### src/sv/prim_mst_pkg.sv
package prim_mst_pkg;

    localparam int MAX_VERTICES_DEF = 64;
    localparam int WEIGHT_BITS_DEF  = 16;

    localparam int CFG_W     = 7;
    localparam int VERTEX_W  = 6;
    localparam int WEIGHT_W  = 16;
    localparam int TOTAL_W   = 22;
    localparam int S_TDATA_W = 32;
    localparam int M_TDATA_W = 24;

    localparam logic [CFG_W-1:0] NUM_VERTICES_RST = 7'd64;

    typedef struct packed {
        logic [TOTAL_W-1:0] total_weight;
        logic               disconnected;
    } mst_result_t;

endpackage

### src/sv/prim_mst_tree.sv
module prim_mst_tree
    import prim_mst_pkg::*;
#(
    parameter int MAX_VERTICES = MAX_VERTICES_DEF,
    parameter int WEIGHT_BITS  = WEIGHT_BITS_DEF
) (
    input  logic                                aclk,
    input  logic                                aresetn,
    input  logic                                start,
    input  logic [$clog2(MAX_VERTICES+1)-1:0]   n_used,
    output logic                                mat_rd_en,
    output logic [$clog2(MAX_VERTICES)-1:0]     mat_rd_a,
    output logic [$clog2(MAX_VERTICES)-1:0]     mat_rd_b,
    input  logic [WEIGHT_BITS-1:0]              mat_rd_data,
    output logic                                res_valid,
    input  logic                                res_ack,
    output mst_result_t                         result
);

    localparam int VTX_W  = $clog2(MAX_VERTICES);
    localparam int CNT_W  = $clog2(MAX_VERTICES + 1);
    localparam int KEY_W  = WEIGHT_BITS + 1;
    localparam int ENT_W  = KEY_W + 1;
    localparam int KDEPTH = 1 << VTX_W;

    localparam logic [KEY_W-1:0] KEY_UNREACHED = KEY_W'(1) << WEIGHT_BITS;

    localparam logic [2:0] T_IDLE = 3'd0;
    localparam logic [2:0] T_INIT = 3'd1;
    localparam logic [2:0] T_SCAN = 3'd2;
    localparam logic [2:0] T_PICK = 3'd3;
    localparam logic [2:0] T_DONE = 3'd4;

    // entry: tree mark on top, cheapest known edge into the tree below
    logic [ENT_W-1:0] key_mem [KDEPTH];
    logic [ENT_W-1:0] kd_reg;

    logic [2:0]         state_reg, state_next;
    logic [CNT_W-1:0]   idx_reg, idx_next;
    logic [CNT_W-1:0]   added_reg, added_next;
    logic [VTX_W-1:0]   u_reg, u_next;
    logic               upd_reg, upd_next;
    logic [KEY_W-1:0]   best_reg, best_next;
    logic [VTX_W-1:0]   best_idx_reg, best_idx_next;
    logic               found_reg, found_next;
    logic [TOTAL_W-1:0] total_reg, total_next;
    logic               gap_reg, gap_next;
    logic               p_valid_reg, p_valid_next;
    logic [VTX_W-1:0]   p_idx_reg, p_idx_next;

    logic             km_we;
    logic [VTX_W-1:0] km_waddr;
    logic [ENT_W-1:0] km_wdata;
    logic             km_re;

    logic             kd_in;
    logic [KEY_W-1:0] kd_key;
    logic [KEY_W-1:0] w_ext;
    logic             relax;
    logic [KEY_W-1:0] new_key;

    assign kd_in   = kd_reg[KEY_W];
    assign kd_key  = kd_reg[KEY_W-1:0];
    assign w_ext   = KEY_W'(mat_rd_data);
    assign relax   = upd_reg && (mat_rd_data != '0) && !kd_in && (w_ext < kd_key);
    assign new_key = relax ? w_ext : kd_key;

    always_comb begin
        state_next    = state_reg;
        idx_next      = idx_reg;
        added_next    = added_reg;
        u_next        = u_reg;
        upd_next      = upd_reg;
        best_next     = best_reg;
        best_idx_next = best_idx_reg;
        found_next    = found_reg;
        total_next    = total_reg;
        gap_next      = gap_reg;
        p_valid_next  = 1'b0;
        p_idx_next    = p_idx_reg;
        km_we         = 1'b0;
        km_waddr      = idx_reg[VTX_W-1:0];
        km_wdata      = '0;
        km_re         = 1'b0;

        unique case (state_reg)
            T_IDLE: begin
                if (start) begin
                    state_next = T_INIT;
                    idx_next   = '0;
                    added_next = '0;
                    total_next = '0;
                    gap_next   = 1'b0;
                    upd_next   = 1'b0;
                end
            end
            T_INIT: begin
                km_we    = 1'b1;
                km_wdata = {1'b0, (idx_reg == '0) ? KEY_W'(0) : KEY_UNREACHED};
                idx_next = idx_reg + CNT_W'(1);
                if (idx_reg == n_used - CNT_W'(1)) begin
                    state_next = T_SCAN;
                    idx_next   = '0;
                    best_next  = KEY_UNREACHED;
                    found_next = 1'b0;
                end
            end
            T_SCAN: begin
                // issue stage: read key and matrix entry of the next vertex
                if (idx_reg != n_used) begin
                    km_re        = 1'b1;
                    p_valid_next = 1'b1;
                    p_idx_next   = idx_reg[VTX_W-1:0];
                    idx_next     = idx_reg + CNT_W'(1);
                end
                // update stage: relax against the last added vertex, track minimum
                if (p_valid_reg) begin
                    km_we    = 1'b1;
                    km_waddr = p_idx_reg;
                    km_wdata = {kd_in, new_key};
                    if (!kd_in && (new_key < best_reg)) begin
                        best_next     = new_key;
                        best_idx_next = p_idx_reg;
                        found_next    = 1'b1;
                    end
                end else if (idx_reg == n_used) begin
                    state_next = T_PICK;
                end
            end
            T_PICK: begin
                if (!found_reg) begin
                    gap_next   = 1'b1;
                    state_next = T_DONE;
                end else begin
                    km_we      = 1'b1;
                    km_waddr   = best_idx_reg;
                    km_wdata   = {1'b1, best_reg};
                    total_next = total_reg + TOTAL_W'(best_reg);
                    u_next     = best_idx_reg;
                    upd_next   = 1'b1;
                    added_next = added_reg + CNT_W'(1);
                    if (CNT_W'(added_reg + CNT_W'(1)) == n_used) begin
                        state_next = T_DONE;
                    end else begin
                        state_next = T_SCAN;
                        idx_next   = '0;
                        best_next  = KEY_UNREACHED;
                        found_next = 1'b0;
                    end
                end
            end
            T_DONE: begin
                if (res_ack) begin
                    state_next = T_IDLE;
                end
            end
            default: begin
                state_next = T_IDLE;
            end
        endcase
    end

    always_ff @(posedge aclk) begin
        if (!aresetn) begin
            state_reg   <= T_IDLE;
            p_valid_reg <= 1'b0;
            upd_reg     <= 1'b0;
            found_reg   <= 1'b0;
            gap_reg     <= 1'b0;
        end else begin
            state_reg   <= state_next;
            p_valid_reg <= p_valid_next;
            upd_reg     <= upd_next;
            found_reg   <= found_next;
            gap_reg     <= gap_next;
        end
    end

    always_ff @(posedge aclk) begin
        idx_reg      <= idx_next;
        added_reg    <= added_next;
        u_reg        <= u_next;
        best_reg     <= best_next;
        best_idx_reg <= best_idx_next;
        total_reg    <= total_next;
        p_idx_reg    <= p_idx_next;
    end

    always_ff @(posedge aclk) begin
        if (km_we) begin
            key_mem[km_waddr] <= km_wdata;
        end
        if (km_re) begin
            kd_reg <= key_mem[idx_reg[VTX_W-1:0]];
        end
    end

    assign mat_rd_en = km_re;
    assign mat_rd_a  = u_reg;
    assign mat_rd_b  = idx_reg[VTX_W-1:0];

    assign res_valid           = (state_reg == T_DONE);
    assign result.total_weight = total_reg;
    assign result.disconnected = gap_reg;

endmodule

### config.mk
export PLATFORM = sky130hd
export DESIGN_NAME = prim_mst_tree
export DESIGN_NICKNAME = d
export VERILOG_FILES = /design/src/sv/prim_mst_pkg.sv /design/src/sv/prim_mst_tree.sv
export SDC_FILE = /design/constraint.sdc
export NUM_CORES = 1
export LEC_CHECK = 0
export ABC_AREA = 1
export BUFFER_PORTS_ARGS = -buffer_cell sky130_fd_sc_hd__buf_4
export CORE_MARGIN = 3
export CORE_UTILIZATION = 50
export CTS_CLUSTER_SIZE = 16
export DETAILED_ROUTE_END_ITERATION = 10
export PLACE_DENSITY = 0.68
export SYNTH_ARGS = -nofsm -noshare
export SYNTH_HDL_FRONTEND = slang
export SYNTH_SLANG_ARGS = --single-unit
### constraint.sdc
create_clock -name aclk -period 10.3 [get_ports aclk]
set_input_delay 1.03 -clock aclk [delete_from_list [all_inputs] [get_ports aclk]]
set_output_delay 1.03 -clock aclk [all_outputs]
set_load 0.02 [all_outputs]
[Yosys cells after proc, flatten, opt, wreduce, memory -nomap -nowiden]
Memory sizes are Yosys's and may differ from the RTL's. A register that Yosys moved wholly into a read port is not among the register bits.
Index checks and enable logic that the tools add are counted.
Word-level totals
  word-level logic and storage cells: 109
  bits in writable memories: 1152
  register bits: 78
  memories: 1
  output and inout port bits: 37
Memories
  key_mem: words 64, bits a word 18, read ports 1, clocked after Yosys merged registers in 1, wr ports 1, RTL line prim_mst_tree.sv:35  | logic [ENT_W-1:0] key_mem [KDEPTH];
Cells by class
  add/sub/neg operators: 4
  reduce and logical (&&, ||, !) cells: 20
  order comparisons: 2
  equality and inequality tests: 19
  mux-type cells: 51
Operator list (count)
  17-bit 2-to-1 mux: 7
  18-bit case mux with 3 select lines: 1
  17-bit case mux with 3 select lines: 1
  22-bit 2-to-1 mux: 2
  22-bit case mux with 2 select lines: 1
  7-bit 2-to-1 mux: 6
  18-bit 2-to-1 mux: 2
  7-bit case mux with 4 select lines: 1
  22-bit by 17-bit adder with 22-bit output: 1
  7-bit equality test: 3
  3-bit 2-to-1 mux: 7
  2-bit inequality test (second input constant): 10
  16-bit by 17-bit < comparator with 1-bit output: 1
  17-bit < comparator: 1
  16-bit nonzero test: 1
  3-bit case mux with 5 select lines: 1
  7-bit by 1-bit adder with 7-bit output (second input constant): 2
  1-bit 2-to-1 mux: 14
  7-bit case mux with 2 select lines: 1
  6-bit 2-to-1 mux: 2
  6-bit case mux with 2 select lines: 1
  5-bit AND reduction: 2
  3-bit AND reduction: 3
  7-bit logical NOT: 1
  other kinds (17): 24

[Depth between registers and ports, before layout]
  depth in word-level cells: 10
  depth in mapped cells: 27

[Worst setup path after synthesis]
OpenSTA, ideal clock, no wires.
  kind: input to register
  start point: input mat_rd_data[4]
  end point: memory key_mem[0][0] in the netlist's numbering (data pin)
  slack: 5.036 ns
  path buffers: 0
  stages: 11
  arrival: 4.562 ns
  library setup time: 0.702 ns
  path through: ha_1 -> nand2_1 -> nor2_1 -> and2_1 -> nand2_1 -> nor2_1 -> inv_1 -> nand3_1 -> nand2_1 -> and2_1 -> o21ai_0
Between the ends
  cells in the longest elaborated chain, start to end: 7
  elaborated cells on any way between the ends: 8
RTL lines
  start: declaration: RTL line prim_mst_tree.sv:14  | input logic [WEIGHT_BITS-1:0] mat_rd_data,
  branches (longest 3 deep; another with 16-bit by 17-bit < comparator with 1-bit output)
  1-bit logical AND *: RTL line prim_mst_tree.sv:65  | assign relax = upd_reg && (mat_rd_data != '0) && !kd_in && (w_ext < kd_key);
  17-bit 2-to-1 mux *: RTL line prim_mst_tree.sv:66  | assign new_key = relax ? w_ext : kd_key;
  18-bit 2-to-1 mux *: RTL line prim_mst_tree.sv:117  | if (p_valid_reg) begin
  18-bit case mux with 3 select lines *: RTL line prim_mst_tree.sv:86  | unique case (state_reg)
  named net km_wdata[0]: RTL line prim_mst_tree.sv:53  | logic [ENT_W-1:0] km_wdata;
  end: declaration: RTL line prim_mst_tree.sv:35
Mark *: on every way through the listed nets, which the timed path passes.

[Worst setup path in the final report]
  start point: register state_reg[2]
  end point: memory key_mem[62][8] in the netlist's numbering, enable pin
Between the ends
  cells in the longest elaborated chain, start to end: 4
  elaborated cells on any way between the ends: 7
RTL lines
  start: declaration: RTL line prim_mst_tree.sv:38  | logic [2:0] state_reg, state_next;
  start signal: assignment: RTL line prim_mst_tree.sv:171  | state_reg <= state_next;
  3-bit by 2-bit equality test with 1-bit output or 3-bit by 1-bit equality test with 1-bit output (tied branches): RTL line prim_mst_tree.sv:86
  1-bit case mux with 3 select lines: RTL line prim_mst_tree.sv:86
  1-bit 2-to-1 mux: RTL line prim_mst_tree.sv:190  | if (km_we) begin
  1-bit 2-to-1 mux (not written as such): RTL line prim_mst_tree.sv:191  | key_mem[km_waddr] <= km_wdata;
Parallel ways exist; a longest one is shown, timed or not.

==> qor.yml <==
syn2layout_area_growth_pct: 11.2
hold_path.class: "reg -> reg"
rsz0062_at_grt: "false"
grtUsageMet1_pct: 34.9
drt-total-wl_mm: 135
grt_usage_pct: 25.0
core-area_um2: 101000
ys_types: 51
cp-start-kind: "flip-flop"
grt_pass1_wl_mm: 200
grt_max_degree: 225
hold_viol: 0
first_pass_iters: 6
finalSetupTns_ns: 0
avgRoutedWirePerCell_um: 25.0
synth_top_cell_by_area: "edfxtp_1"
grtUsageMet2_pct: 38.7
ctsLongestPathBuffers: 3
num_antenna_cells: 0
synth_area_um2: 51000
whs_ns: 0.450
grt_use_met3_pct: 4.91
busiest_layer: "met2"
async_flop_share_pct: 0
ir_drop_mv: 0.250
slew_headroom_pct: 20.2
io_pins: 64
synth_most_common_cell: "edfxtp_1"
period_needed_ns: 5.45
status: "complete, no violations"
clk_pin_slew_ns: 0.06
synthCells: 3987
dp_hpwl_mm: 74.5
insertion_delay_ns: 0.71
p_per_area_nw_per_um2: 270
ys_seq_elements: 1248
yosys.area.top_type_share_pct: 73.0
synth_flop_cell: "edfxtp_1"
die_x_um: 325
clkSinkCount: 1248
worstSetupPathType: "reg -> reg"
yosys-top-cells-count: "1241 x edfxtp_1, 737 x nor2_1, 626 x o21ai_0, 215 x clkbuf_1, 211 x nand2_1"
ctsResizeCount: 0
path_max_fanout: 21
synth_area_leaders: "edfxtp_1 73%, o21ai_0 6.1%, nor2_1 5.4%, o22ai_1 2.3%, o221ai_1 2.0%"
via_count: 32900
p_leak_nw: 17.6
syn_nets: 4067
place.gp.congestion: 0.893
ant_nets: 0
fill_cells: 8036
grt_pass1_vias: 30700
largest_reg_flops: 1152
overflow: 0
fin_crit_sh_pct: 52.9
htree_levels: 3
postCtsSetupBuffers: 0
drc: 0
cp_data_required_time_ns: 10.61
cts_root_buf: "clkbuf_16"
drt_iter0_drc: 4106
endpoint_kind: "flip-flop"
cts_tree: "yes"
tightest_slew_ns: 1.20
portBuffers: 63
drv_slew: 0
postCtsHoldBufs: 0
cap_violations: 0
final_layout_size_suffix_gt1_share_pct: 9.38
rows: 116
antenna_found_initial: 0
die_area_um2: 106000
synth_warnings: 0
finClkSkew_ns: 0.0299
fin_nets: 4046
initial_core_util_pct: 50.7
synth_edf_count: 1241
die_y_um: 325
numCtsBuffers: 119
setup_viol: 0
fmax_mhz: 184
arrival_ns: 5.76
vias_per_cell: 6.07
seq_area_frac_synth_pct: 73.3
synth_area_per_cell_um2: 12.8
==> final timing paths <==
kind | end | cells past startpoint | startpoint | slack, ns
worst max register to register | key_mem[62][8]$_DFFE_PP_ | 9 | state_reg[2]$_SDFFE_PN0P_ | 4.85
worst min register to register | best_idx_reg[3]$_DFFE_PP_ | 0 | p_idx_reg[3]$_DFFE_PP_ | 0.45
worst max-delay path | key_mem[62][8]$_DFFE_PP_ | 9 | state_reg[2]$_SDFFE_PN0P_ | 4.85
worst min-delay path | best_idx_reg[3]$_DFFE_PP_ | 0 | p_idx_reg[3]$_DFFE_PP_ | 0.45
==> routing by layer <==
layer  vias up  routed length, um
li1      14800                  -
met4         0               5700
met1     16100              53900
met3       265              13300
met5         -                  0
met2      1650              62500
==> cells by family (layout without fill, tap and decap cells) <==
family          count (synthesis)  after routing  share of synthesized area, %
compound gates               1145           1145                          13.1
xor+xnor                       22             22                         0.378
simple gates                 1120           1120                          8.79
fa+ha+maj                      53             53                          1.31
flops                        1248           1248                          73.3
buf+inv                       399            475                          3.10
==> per-stage QoR <==
| stage | std cells | setup WS [ns] | utilization (%) | total power, W | area, um2 |
|---|---|---|---|---|---|
| detailed placement | 5202 | 5.00 | 52.7 | 0.0112 | 53100 |
| global placement | 5202 | 5.07 | 52.7 | 0.0111 | 53100 |
| floorplan | 3987 | 5.04 | - | 0.00928 | 51000 |
| global route | 5420 | 4.64 | 56.4 | 0.0160 | 56800 |
| finish | 5420 | 4.85 | 56.4 | 0.0153 | 56800 |
| CTS | 5420 | 4.95 | 56.4 | 0.0153 | 56800 |
==> cell type report <==
| cell class | count | area [um2] | share of cell area [%] |
|---|---|---|---|
| Sequential cell | 1248 | 37400 | 65.9 |
| Multi-Input combinational cell | 2340 | 12500 | 22.0 |
| Clock buffer | 155 | 3160 | 5.56 |
| Tap cell | 1357 | 1700 | 2.99 |
| Timing Repair Buffer | 123 | 973 | 1.71 |
| Clock inverter | 63 | 524 | 0.924 |
| Inverter | 134 | 520 | 0.917 |
==> report_power, final <==
part,total [W],switching (W),internal (W)
clock,0.00418,0.00185,0.00233
combinational,0.00505,0.00379,0.00126
sequential,0.00611,0.000126,0.00598
==> layout by cell type (no fill, tap or decap), types with 3 or more instances in the layout <==
cell type / Yosys / routed
a32o_1: 21 / 21
and2_1: 3 / 3
a31oi_1: 19 / 19
clkinv_2: 0 / 20
edfxtp_1: 1241 / 1241
buf_12: 0 / 4
o21a_1: 3 / 3
nor3_1: 15 / 8
o22ai_4: 0 / 15
clkbuf_1: 215 / 34
nor4_1: 6 / 4
bufinv_16: 0 / 7
clkinvlp_4: 0 / 3
nor3_2: 0 / 7
o21ai_0: 626 / 624
nor2_2: 1 / 52
ha_1: 52 / 52
nor2_1: 737 / 684
clkbuf_16: 0 / 121
nor2_4: 1 / 3
xnor2_1: 8 / 8
a21oi_4: 3 / 3
inv_1: 127 / 125
a21o_1: 4 / 4
buf_4: 9 / 119
nand4_1: 12 / 12
nand2_1: 211 / 209
o221ai_1: 117 / 116
xor2_1: 14 / 14
nand3_1: 124 / 124
clkinv_1: 1 / 28
dfxtp_1: 7 / 7
o211ai_1: 29 / 29
o22ai_1: 187 / 172
inv_2: 5 / 5
a21oi_1: 125 / 125
==> worst max-delay path, cell delays in order (launching register included) <==
cell and delay, ns:
dfxtp_1 0.34, nor2_1 0.17, inv_1 0.07, nor2_1 0.69, nand2_2 0.85, nand2_4 0.34
inv_4 0.11, a21oi_4 0.34, nand3_1 0.89, nor2_2 1.24
(Power assumes the default switching activity.)
